`src/hdl/atatf_pkg.sv`:
```
`timescale 1ns / 1ps
// ----------------------------------------------------------------------------
// atatf_pkg
// Types, constants and register-file helpers for the ATA task-file stub.
// ----------------------------------------------------------------------------
package atatf_pkg;

	localparam int NUM_CH_DEF = 2;
	localparam int MAX_DEC_CH = 2;
	localparam int LANES      = 4;

	// request codes
	localparam logic [1:0] REQ_READ  = 2'd0;
	localparam logic [1:0] REQ_WRITE = 2'd1;
	localparam logic [1:0] REQ_DMA   = 2'd2;

	// configuration register indexes
	localparam logic [1:0] CFG_PRI_CMD = 2'd0;
	localparam logic [1:0] CFG_PRI_CTL = 2'd1;
	localparam logic [1:0] CFG_SEC_CMD = 2'd2;
	localparam logic [1:0] CFG_SEC_CTL = 2'd3;

	localparam logic [15:0] PRI_CMD_RST = 16'h01F0;
	localparam logic [15:0] PRI_CTL_RST = 16'h03F6;
	localparam logic [15:0] SEC_CMD_RST = 16'h0170;
	localparam logic [15:0] SEC_CTL_RST = 16'h0376;

	// task-file offsets
	localparam logic [2:0] OFF_DATA   = 3'd0;
	localparam logic [2:0] OFF_ERR    = 3'd1;
	localparam logic [2:0] OFF_COUNT  = 3'd2;
	localparam logic [2:0] OFF_SECTOR = 3'd3;
	localparam logic [2:0] OFF_CYL_LO = 3'd4;
	localparam logic [2:0] OFF_CYL_HI = 3'd5;
	localparam logic [2:0] OFF_DEVHD  = 3'd6;
	localparam logic [2:0] OFF_STATUS = 3'd7;

	localparam logic [7:0] CMD_SET_FEATURES = 8'hEF;
	localparam logic [7:0] ERR_OK           = 8'h01;
	localparam logic [7:0] ERR_ABORT        = 8'h04;
	localparam logic [7:0] STAT_READY       = 8'h50;
	localparam logic [7:0] STAT_ERROR       = 8'h51;
	localparam logic [7:0] DEVHD_RST        = 8'hA0;
	localparam logic [7:0] UNMAPPED_BYTE    = 8'hFF;
	localparam int         CTL_NIEN_BIT     = 1;
	localparam int         CTL_SRST_BIT     = 2;
	localparam int         DEVHD_DEV_BIT    = 4;

	typedef struct packed {
		logic [1:0]  req_type;
		logic [15:0] port_address;
		logic [31:0] write_data;
		logic [2:0]  access_len;
		logic [1:0]  dma_channel;
	} req_t;

	typedef struct packed {
		logic [31:0] read_data;
		logic        irq_primary;
		logic        irq_secondary;
	} rsp_t;

	typedef struct packed {
		logic [7:0] err;
		logic [7:0] count;
		logic [7:0] sector;
		logic [7:0] cyl_lo;
		logic [7:0] cyl_hi;
		logic [7:0] dev_head;
		logic [7:0] stat;
		logic [7:0] ctl;
		logic [7:0] feat;
		logic       dev_select;
		logic       irq;
	} chan_t;

	localparam chan_t CHAN_RST = '{
		err: ERR_OK, count: 8'h01, sector: 8'h01, cyl_lo: 8'h00, cyl_hi: 8'h00,
		dev_head: DEVHD_RST, stat: STAT_READY, ctl: 8'h00, feat: 8'h00,
		dev_select: 1'b0, irq: 1'b0
	};

	function automatic chan_t chan_raise(input chan_t s);
		chan_t r;
		r = s;
		if (!s.ctl[CTL_NIEN_BIT])
			r.irq = 1'b1;
		return r;
	endfunction

	function automatic logic [7:0] lane_read(input chan_t s, input logic [2:0] off);
		logic [7:0] b;
		unique case (off)
			OFF_DATA:   b = 8'h00;
			OFF_ERR:    b = s.err;
			OFF_COUNT:  b = s.count;
			OFF_SECTOR: b = s.sector;
			OFF_CYL_LO: b = s.cyl_lo;
			OFF_CYL_HI: b = s.cyl_hi;
			OFF_DEVHD:  b = s.dev_head;
			OFF_STATUS: b = s.stat;
			default:    b = UNMAPPED_BYTE;
		endcase
		return b;
	endfunction

	function automatic chan_t lane_write(input chan_t s, input logic [2:0] off,
			input logic alt, input logic [7:0] v);
		chan_t r;
		r = s;
		if (alt) begin
			r.ctl = v;
			if (v[CTL_SRST_BIT])
				r = CHAN_RST;
		end else begin
			unique case (off)
				OFF_DATA:   r = s;
				OFF_ERR:    r.feat = v;
				OFF_COUNT:  r.count = v;
				OFF_SECTOR: r.sector = v;
				OFF_CYL_LO: r.cyl_lo = v;
				OFF_CYL_HI: r.cyl_hi = v;
				OFF_DEVHD: begin
					r.dev_head   = v;
					r.dev_select = v[DEVHD_DEV_BIT];
				end
				OFF_STATUS: begin
					if (v == CMD_SET_FEATURES) begin
						r.err  = ERR_OK;
						r.stat = STAT_READY;
					end else begin
						r.err  = ERR_ABORT;
						r.stat = STAT_ERROR;
					end
					r = chan_raise(r);
				end
				default: r = s;
			endcase
		end
		return r;
	endfunction

endpackage

```
`src/hdl/ata_task_file_stub_controller.sv`:
```
`timescale 1ns / 1ps
// ----------------------------------------------------------------------------
// ata_task_file_stub_controller
// Two-channel ATA task-file register stub with byte-lane decode.
// ----------------------------------------------------------------------------
// Usage:
//   Requests arrive on in_valid / in_stall / in_data: an I/O read or write of
//   one to four consecutive byte ports, or a DMA completion event. A transfer
//   happens when valid is high and stall is low. Each request gives exactly
//   one response on out_valid / out_stall / out_data with the read bytes and
//   both interrupt line levels after the request. A request passes the input
//   register, then the result register. Throughput is one request per cycle
//   unless the receiver stalls; the four byte lanes are decoded side by side
//   and applied lowest port first in one pass. When the receiver stalls, the
//   result register holds and in_stall rises once the input register is also
//   full; no request is lost. Base ports are written through cfg_we /
//   cfg_index / cfg_data; the user must write them only while idle, as the
//   block does not enforce it. Reset restores the default base ports and the
//   power-on task file of every channel, with interrupt lines low.
// ----------------------------------------------------------------------------
module ata_task_file_stub_controller #(
	parameter int NUM_CHANNELS = atatf_pkg::NUM_CH_DEF
) (
	input  logic              clk,
	input  logic              arst_n,
	input  logic              in_valid,
	output logic              in_stall,
	input  atatf_pkg::req_t   in_data,
	output logic              out_valid,
	input  logic              out_stall,
	output atatf_pkg::rsp_t   out_data,
	input  logic              cfg_we,
	input  logic [1:0]        cfg_index,
	input  logic [15:0]       cfg_data
);
	import atatf_pkg::*;

	localparam int ACT_CH = (NUM_CHANNELS < MAX_DEC_CH) ? NUM_CHANNELS : MAX_DEC_CH;

	logic [15:0] cmd_base_q [MAX_DEC_CH];
	logic [15:0] ctl_port_q [MAX_DEC_CH];
	chan_t       chan_q [ACT_CH];
	chan_t       chan_nxt [ACT_CH];

	logic        valid_s1;
	req_t        req_s1;
	logic        out_valid_q;
	rsp_t        out_data_q;
	logic        advance;
	rsp_t        rsp;

	assign advance   = !out_valid_q || !out_stall;
	assign in_stall  = valid_s1 && !advance;
	assign out_valid = out_valid_q;
	assign out_data  = out_data_q;

	// configuration
	always_ff @(posedge clk or negedge arst_n) begin
		if (!arst_n) begin
			cmd_base_q[0] <= PRI_CMD_RST;
			ctl_port_q[0] <= PRI_CTL_RST;
			cmd_base_q[1] <= SEC_CMD_RST;
			ctl_port_q[1] <= SEC_CTL_RST;
		end else if (cfg_we) begin
			unique case (cfg_index)
				CFG_PRI_CMD: cmd_base_q[0] <= cfg_data;
				CFG_PRI_CTL: ctl_port_q[0] <= cfg_data;
				CFG_SEC_CMD: cmd_base_q[1] <= cfg_data;
				CFG_SEC_CTL: ctl_port_q[1] <= cfg_data;
				default: ;
			endcase
		end
	end

	// input register
	always_ff @(posedge clk or negedge arst_n) begin
		if (!arst_n) begin
			valid_s1 <= 1'b0;
		end else if (!in_stall) begin
			valid_s1 <= in_valid;
		end
	end

	always_ff @(posedge clk) begin
		if (in_valid && !in_stall)
			req_s1 <= in_data;
	end

	// lane decode and task-file update, lowest port first
	always_comb begin
		logic [16:0]       lane_port;
		logic [16:0]       base17;
		logic [16:0]       diff;
		logic [ACT_CH-1:0] sel;
		logic [2:0]        off;
		logic              alt;
		logic              hit;
		logic [7:0]        rbyte;
		logic [1:0]        irq_vec;

		for (int c = 0; c < ACT_CH; c++)
			chan_nxt[c] = chan_q[c];
		rsp = '0;

		for (int i = 0; i < LANES; i++) begin
			lane_port = {1'b0, req_s1.port_address} + 17'(i);
			sel = '0;
			off = OFF_DATA;
			alt = 1'b0;
			hit = 1'b0;
			rbyte = UNMAPPED_BYTE;
			for (int c = 0; c < ACT_CH; c++) begin
				base17 = {1'b0, cmd_base_q[c]};
				diff   = lane_port - base17;
				if (!hit) begin
					if (lane_port >= base17 && lane_port <= base17 + 17'd7) begin
						hit    = 1'b1;
						sel[c] = 1'b1;
						off    = diff[2:0];
						alt    = 1'b0;
					end else if (lane_port == {1'b0, ctl_port_q[c]}) begin
						hit    = 1'b1;
						sel[c] = 1'b1;
						off    = OFF_STATUS;
						alt    = 1'b1;
					end
				end
			end

			if (req_s1.access_len > 3'(i)) begin
				unique case (req_s1.req_type)
					REQ_READ: begin
						for (int c = 0; c < ACT_CH; c++) begin
							if (sel[c]) begin
								// register values are untouched by reads; a status read clears the channel's irq
								rbyte = lane_read(chan_q[c], off);
								if (off == OFF_STATUS && !alt)
									chan_nxt[c].irq = 1'b0;
							end
						end
						rsp.read_data[8*i +: 8] = rbyte;
					end
					REQ_WRITE: begin
						for (int c = 0; c < ACT_CH; c++)
							if (sel[c])
								chan_nxt[c] = lane_write(chan_nxt[c], off, alt,
									req_s1.write_data[8*i +: 8]);
					end
					default: ;
				endcase
			end
		end

		if (req_s1.req_type == REQ_DMA) begin
			for (int c = 0; c < ACT_CH; c++)
				if (req_s1.dma_channel == 2'(c))
					chan_nxt[c] = chan_raise(chan_nxt[c]);
		end

		irq_vec = '0;
		for (int c = 0; c < ACT_CH; c++)
			irq_vec[c] = chan_nxt[c].irq;
		rsp.irq_primary   = irq_vec[0];
		rsp.irq_secondary = irq_vec[1];
	end

	// commit state and result together as the request leaves the input register
	always_ff @(posedge clk or negedge arst_n) begin
		if (!arst_n) begin
			for (int c = 0; c < ACT_CH; c++)
				chan_q[c] <= CHAN_RST;
			out_valid_q <= 1'b0;
		end else if (advance) begin
			out_valid_q <= valid_s1;
			if (valid_s1) begin
				for (int c = 0; c < ACT_CH; c++)
					chan_q[c] <= chan_nxt[c];
			end
		end
	end

	always_ff @(posedge clk) begin
		if (advance && valid_s1)
			out_data_q <= rsp;
	end

endmodule
```
`config.mk`:
```
export PLATFORM = sky130hd
export DESIGN_NAME = ata_task_file_stub_controller
export DESIGN_NICKNAME = d
export VERILOG_FILES = /design/src/hdl/atatf_pkg.sv /design/src/hdl/ata_task_file_stub_controller.sv
export SDC_FILE = /design/constraint.sdc
export NUM_CORES = 2
export LEC_CHECK = 0
export BUFFER_PORTS_ARGS = -buffer_cell sky130_fd_sc_hd__buf_4
export CAP_MARGIN = 20
export CELL_PAD_IN_SITES_DETAIL_PLACEMENT = 1
export CELL_PAD_IN_SITES_GLOBAL_PLACEMENT = 2
export CORE_MARGIN = 8
export CORE_UTILIZATION = 30
export DETAILED_ROUTE_END_ITERATION = 6
export HOLD_SLACK_MARGIN = 0.08
export PLACE_DENSITY_LB_ADDON = 0.2
export SETUP_SLACK_MARGIN = 0.2
export SLEW_MARGIN = 20
export SYNTH_ARGS = -nofsm -noshare
export SYNTH_HDL_FRONTEND = slang
export SYNTH_SLANG_ARGS = --single-unit
```
`constraint.sdc`:
```
create_clock -name clk -period 7.1 [get_ports clk]
set_input_delay 0.71 -clock clk [delete_from_list [all_inputs] [get_ports clk]]
set_output_delay 0.71 -clock clk [all_outputs]
set_load 0.01 [all_outputs]
```
## Word level (Yosys, flattened, before mapping)

Cells that the tools add are included.

- Register bits after elaboration: 303
- Bits of input ports: 78
- Output and inout port bits: 36
- Logic and storage cells: 391

- $add $sub $neg: 13
- Magnitude comparators: 20
- Equal/unequal tests: 46
- Multiplexer cells: 233
- Reduce and logical (&&, ||, !) cells: 40

Operators by type and width:

| cell | number |
|---|---|
| $mux 74 | 24 |
| $mux 148 | 4 |
| $mux 73 | 8 |
| $mux 8 | 64 |
| $pmux 8 s8 | 8 |
| $mux 16 | 8 |
| $eq 17x16->1 | 6 |
| $ge 17x16->1 | 6 |
| $le 17x17->1 | 6 |
| $mux 1 | 84 |
| $mux 75 | 1 |
| $mux 3 | 24 |
| $eq 3x3->1 const B | 16 |
| $add 16x2->17 const B | 2 |
| $add 16x3->17 const B | 2 |
| $le 16x17->1 | 2 |
| $eq 16x16->1 | 2 |
| $eq 8x8->1 const B | 4 |
| $ge 16x16->1 | 2 |
| $eq 3x2->1 const B | 8 |
| $sub 3x3->3 | 8 |
| $reduce_and 2->1 | 9 |
| $add 16x1->17 const B | 1 |
| $pmux 1 s2 | 8 |
| 10 further kinds | 45 |

## Logic depth before layout (Yosys ltp)

- Word-level depth: 34
- Mapped depth: 24
- Depth with buffers taken out: 19

## Worst setup path before layout

OpenSTA, ideal clock, no wires.

- Kind: flip-flop to flip-flop
- Start point: register req_s1[38] (netlist name)
- End point: register out_data_q, in the netlist out_data[30] (data pin)
- Setup time: 0.284 ns
- Arrival time: 5.112 ns
- Slack: 1.704 ns
- Stages on the path, launching flop included: 20
- Cells stage by stage: edfxtp_1 -> inv_1 -> ha_1 -> nand2b_1 -> nor3_2 -> xor2_1 -> ha_1 -> a21o_1 -> a21o_1 -> a221oi_1 -> nor3_1 -> or4b_1 -> and2_1 -> mux2_2 -> a21oi_1 -> buf_2 -> buf_2 -> o2bb2ai_1 -> a2111oi_0 -> o22ai_1

- Cells in the longest elaborated chain, start to end: 11
- Elaborated cells between the ends (all ways): 33
- Classes of those cells: add/sub: 3; order compare: 4; eq/ne: 9; mux: 14; reduce/logical: 3

Ends and longest elaborated chain:

| item | line | text |
|---|---|---|
| from (decl) | ata_task_file_stub_controller.sv:46 | `req_t req_s1;` |
| from (signal assigned) | ata_task_file_stub_controller.sv:86 | `req_s1 <= in_data;` |
| $add 16x2->17 (*) | ata_task_file_stub_controller.sv:106 | `lane_port = {1'b0, req_s1.port_address} + 17'(i);` |
| $ge 17x16->1 (tied with other cells) | ata_task_file_stub_controller.sv:116 | `if (lane_port >= base17 && lane_port <= base17 + 17'd7) begin` |
| $logic_and 1x1->1 or $mux 3 (tied branches) | ata_task_file_stub_controller.sv:116, ata_task_file_stub_controller.sv:121 |  |
| $mux 3 | ata_task_file_stub_controller.sv:116 |  |
| $mux 3 | ata_task_file_stub_controller.sv:121 | `end else if (lane_port == {1'b0, ctl_port_q[c]}) begin` |
| $mux 3 | ata_task_file_stub_controller.sv:116 |  |
| $mux 3 | ata_task_file_stub_controller.sv:115 | `if (!hit) begin` |
| $eq 3x3->1 (tied with other cells) | atatf_pkg.sv:93 | `unique case (off)` |
| $pmux 8 s8 | atatf_pkg.sv:93 |  |
| $mux 8 | ata_task_file_stub_controller.sv:134 | `if (sel[c]) begin` |
| $mux 8 (*) | ata_task_file_stub_controller.sv:134 |  |
| to (signal assigned) | ata_task_file_stub_controller.sv:184 | `out_data_q <= rsp;` |
| to (decl) | ata_task_file_stub_controller.sv:48 | `rsp_t out_data_q;` |

Every way passes the cells marked *; elsewhere a longest branch is shown, timed or not.
A chain may end at the register's enable or synchronous reset.

## Worst setup path in the final report

- Start point: register req_s1[43] (netlist name)
- End point: register chan_q[32] (netlist name)

- Cells in the longest elaborated chain, start to end: 28
- Elaborated cells between the ends (all ways): 119
- Classes of those cells: add/sub: 3; order compare: 16; eq/ne: 12; mux: 80; reduce/logical: 8

Ends and longest elaborated chain:

| item | line | text |
|---|---|---|
| parallel branches: the longest is 26 deep, another holds $add 16x1->17 | n/a |  |
| $mux 148 (*) | ata_task_file_stub_controller.sv:130 | `if (req_s1.access_len > 3'(i)) begin` |
| $mux 75 (*) | ata_task_file_stub_controller.sv:154 | `if (req_s1.req_type == REQ_DMA) begin` |
| to (signal, indexed assignment) | ata_task_file_stub_controller.sv:177 | `chan_q[c] <= chan_nxt[c];` |
| to (decl) | ata_task_file_stub_controller.sv:42 | `chan_t chan_q [ACT_CH];` |

Mark *: on every way between the ends.

==> results.json <==
{
  "nFillCells": 11400,
  "holdWs_ns": 0.236,
  "crit_arrival_ns": 7.13,
  "timing.fmax_ghz": 0.152,
  "ys_ff_latch": 271,
  "io_buffers": 113,
  "ys_types": 121,
  "setup_viol_count_final": 0,
  "first_global_vias": 32900,
  "grt_max_degree": 122,
  "antenna_found_initial": 16,
  "worst_pin_slew_ns": 1.31,
  "die_area_um2": 108000,
  "crit_slowest_cell": "nor3_1",
  "synth.avg_cell_area_um2": 8.44,
  "worst-setup-path-type": "reg -> reg",
  "crit_end": "chan_q[32]$_DFFE_PN0P_",
  "hold_path_class": "in -> reg",
  "status": "complete, no violations",
  "crit_required_ns": 7.64,
  "num_rows": 114,
  "overflow": 0,
  "met1Wirelength_um": 83400,
  "ir_drop_uv": 167,
  "io_pins": 114,
  "crit_path_cell_trace": "buf_4 -> nand4_1 -> nor3_2 -> xnor2_1 -> inv_1 -> ha_1 -> a21oi_1 -> o21ai_0 -> a2111oi_0 -> a21oi_1 -> nor4_1 -> buf_4 -> a21oi_2 -> buf_4 -> nor3_1 -> buf_4 -> nand2_1 -> nor3_1 -> buf_4 -> a221oi_1 -> a221oi_1",
  "grt_usage_pct": 33.5,
  "ys_warn_count": 0,
  "slew_headroom_pct": 12.3,
  "stdcell_area_um2": 34800,
  "slowest_delay_ns": 0.89,
  "dr_wl_met3_um": 23800,
  "fin_nets": 4066,
  "htreeDepth": 2,
  "routabilityCongestion": 1.05,
  "clockRootBuffer": "clkbuf_16",
  "cts_sinks": 271,
  "drv_slew": 0,
  "place_area_um2": 33300,
  "ys_seq_area_share_pct": 24.9,
  "p_leak_nw": 14.0,
  "start_kind": "flop",
  "r2r-end": "chan_q[32]$_DFFE_PN0P_",
  "cp-end-kind": "flop",
  "fin_util_pct": 36.0,
  "r2r_slack_ns": 0.50,
  "ant_nets": 0,
  "cp.buffers_inverters": 6,
  "max-cap-violations": 0,
  "crit_family": "simple AND/OR/NAND/NOR gates",
  "core_um2": 96700,
  "netlist_instances": 3465,
  "synth-edff-count": 89,
  "dr_total_vias": 33800,
  "finalWirelength_um": 187000,
  "firstDrtPassIters": 6,
  "numCtsBuffers": 40,
  "synthToLayoutAreaGrowth_pct": 19.1,
  "finClkSkew_ns": 0.0517,
  "fp.dieH_um": 328,
  "r2r_start": "req_s1[43]$_DFFE_PP_",
  "cp-startpoint": "req_s1[43]$_DFFE_PP_",
  "crit_top_cell": "buf_4",
  "reg2reg_depth": 21,
  "via_per_inst": 6.70,
  "place_hpwl_um": 149000,
  "synthArstFlopShare_pct": 67.2,
  "wl_met2_um": 72600,
  "ctsLongestPathBuffers": 3,
  "setup_tns_ns": 0,
  "top_layer": "met5",
  "ys.flop_type": "dfrtp_1",
  "hold_viol": 0,
  "clk_transition_reported_paths_ns": 0.06,
  "period_minus_slack_ns": 6.60,
  "syn-cell-area_um2": 29200,
  "insertion_delay_ns": 0.65,
  "drive_above_1_share_pct": 19.0,
  "synth_nets": 3805,
  "first_iter_violations": 4537,
  "finalCritPeriodShare_pct": 92.9,
  "finalPower_w": 0.0114,
  "powerDensity_nw_per_um2": 327,
  "cp_num_cells": 21,
  "grt_pass1_wl_um": 261000,
  "fp.dieW_um": 328,
  "worstPathMaxFanout": 17,
  "wl_per_cell_um": 37.2,
  "drc": 0,
  "rsz0062_at_grt": "no",
  "cts_tree": "yes",
  "start_util_pct": 30.2
}
==> what timing repair did <==
action / 4_1_cts / 5_1_grt
gates cloned: 0 / 0
pin swaps: 0 / 1
hold buffers: 1 / 0
setup buffers: 4 / 1
gates resized for setup: 1 / 6
setup endpoints to repair: 8 / 35
endpoints found under the hold margin: 39 / 0
==> per-stage QoR <==
| step | setup slack (ns) | instances |
|---|---|---|
| floorplan | 1.70 | 3465 |
| global placement | -0.0753 | 4954 |
| detailed placement | -0.0213 | 4954 |
| CTS | 0.264 | 5033 |
| global route | 0.230 | 5034 |
| finish | 0.504 | 5038 |
==> layer usage <==
layer,vias to the layer above,track usage (%)
met5,-,0
met4,18,11.1
met3,411,11.3
met2,2202,45.8
met1,17100,48.5
li1,14100,-
==> cell usage after synthesis (all sizes together), types with 16 or more instances <==
cell type  instances  share of area, %
nand2            280               3.6
nor2             257               3.3
ha               254                11
a21oi            232               4.0
o21ai            222               3.8
dfrtp            144                12
clkbuf           124               1.6
nand3            114               2.0
xnor2            114               3.5
a22oi            103               2.6
nor3              90               1.7
edfxtp            89               9.1
mux2              86               3.3
mux2i             86               3.0
nand4             86               1.9
inv               77              0.99
buf               70               1.2
a221oi            58               1.7
a211oi            55               1.5
nor4              50               1.3
a31oi             46               1.0
o22ai             46               1.0
o31ai             43               1.1
a21o              42               1.1
xor2              42               1.3
a221o             40               1.4
and2              40              0.86
and3              38              0.81
dfstp             38               3.4
o211ai            37              0.95
o21a              33              0.85
nor2b             30              0.64
a22o              28              0.84
nand2b            28              0.60
or2               26              0.56
and4              21              0.64
a211o             18              0.54
a32oi             18              0.54
o221ai            16              0.48
or3               16              0.34
==> flip-flops by register name (all words and copies together), names as in the netlist <==
| name | count |
|---|---|
| chan_q | 116 |
| req_s1 | 55 |
| out_data | 34 |
| cmd_base_q | 32 |
| ctl_port_q | 32 |
| out_valid | 1 |
| valid_s1 | 1 |
==> cell usage in the layout, fill, tap and decap left out, drive strengths merged, types with 58 or more instances in the layout <==
cell type,netlist,final
buf,70,412
nand2,280,280
nor2,257,257
ha,254,254
a21oi,232,232
o21ai,222,222
dfrtp,144,144
nand3,114,114
xnor2,114,114
a22oi,103,103
nor3,90,90
edfxtp,89,89
mux2i,86,86
nand4,86,86
mux2,86,86
inv,77,79
a221oi,58,58
==> power by group <==
group,switching [W],internal (W)
Sequential,0.000978,0.00199
Clock,0.000915,0.00127
Combinational,0.00389,0.00235
==> layout make-up <==
class	count	area (um^2)	area share, %
Antenna cell	4	10.0	0.0287
Clock buffer	49	1070	3.06
Clock inverter	25	329	0.945
Inverter	78	295	0.848
Multi-Input combinational cell	2922	21000	60.2
Sequential cell	271	7270	20.9
Tap cell	1276	1600	4.58
Timing Repair Buffer	413	3270	9.40
==> worst min-delay path by stage <==
stage                                 startpoint  depth (start not counted)  slack, ns                      to
after floorplan                           arst_n                          0       0.41   chan_q[0]$_DFFE_PN0P_
after global placement    chan_q[74]$_DFFE_PN0P_                          2       0.47  chan_q[74]$_DFFE_PN0P_
after detailed placement  chan_q[74]$_DFFE_PN0P_                          2       0.49  chan_q[74]$_DFFE_PN0P_
after CTS                             in_data[4]                          1       0.21     req_s1[4]$_DFFE_PP_
after global routing                 in_data[34]                          1       0.22    req_s1[34]$_DFFE_PP_
final                                in_data[28]                          1       0.24    req_s1[28]$_DFFE_PP_
==> cells by family (layout without fill, tap and decap cells) <==
kind of cell	after synthesis	after routing	share of synthesized area (%)
compound gates	1201	1201	28.7
simple gates	1123	1123	19.6
buf+inv	272	565	3.85
flops	271	271	24.9
fa+ha+maj	263	263	11.5
mux	177	177	6.67
xor+xnor	158	158	4.88
other cells	0	4	0
(Power assumes the default switching activity.)
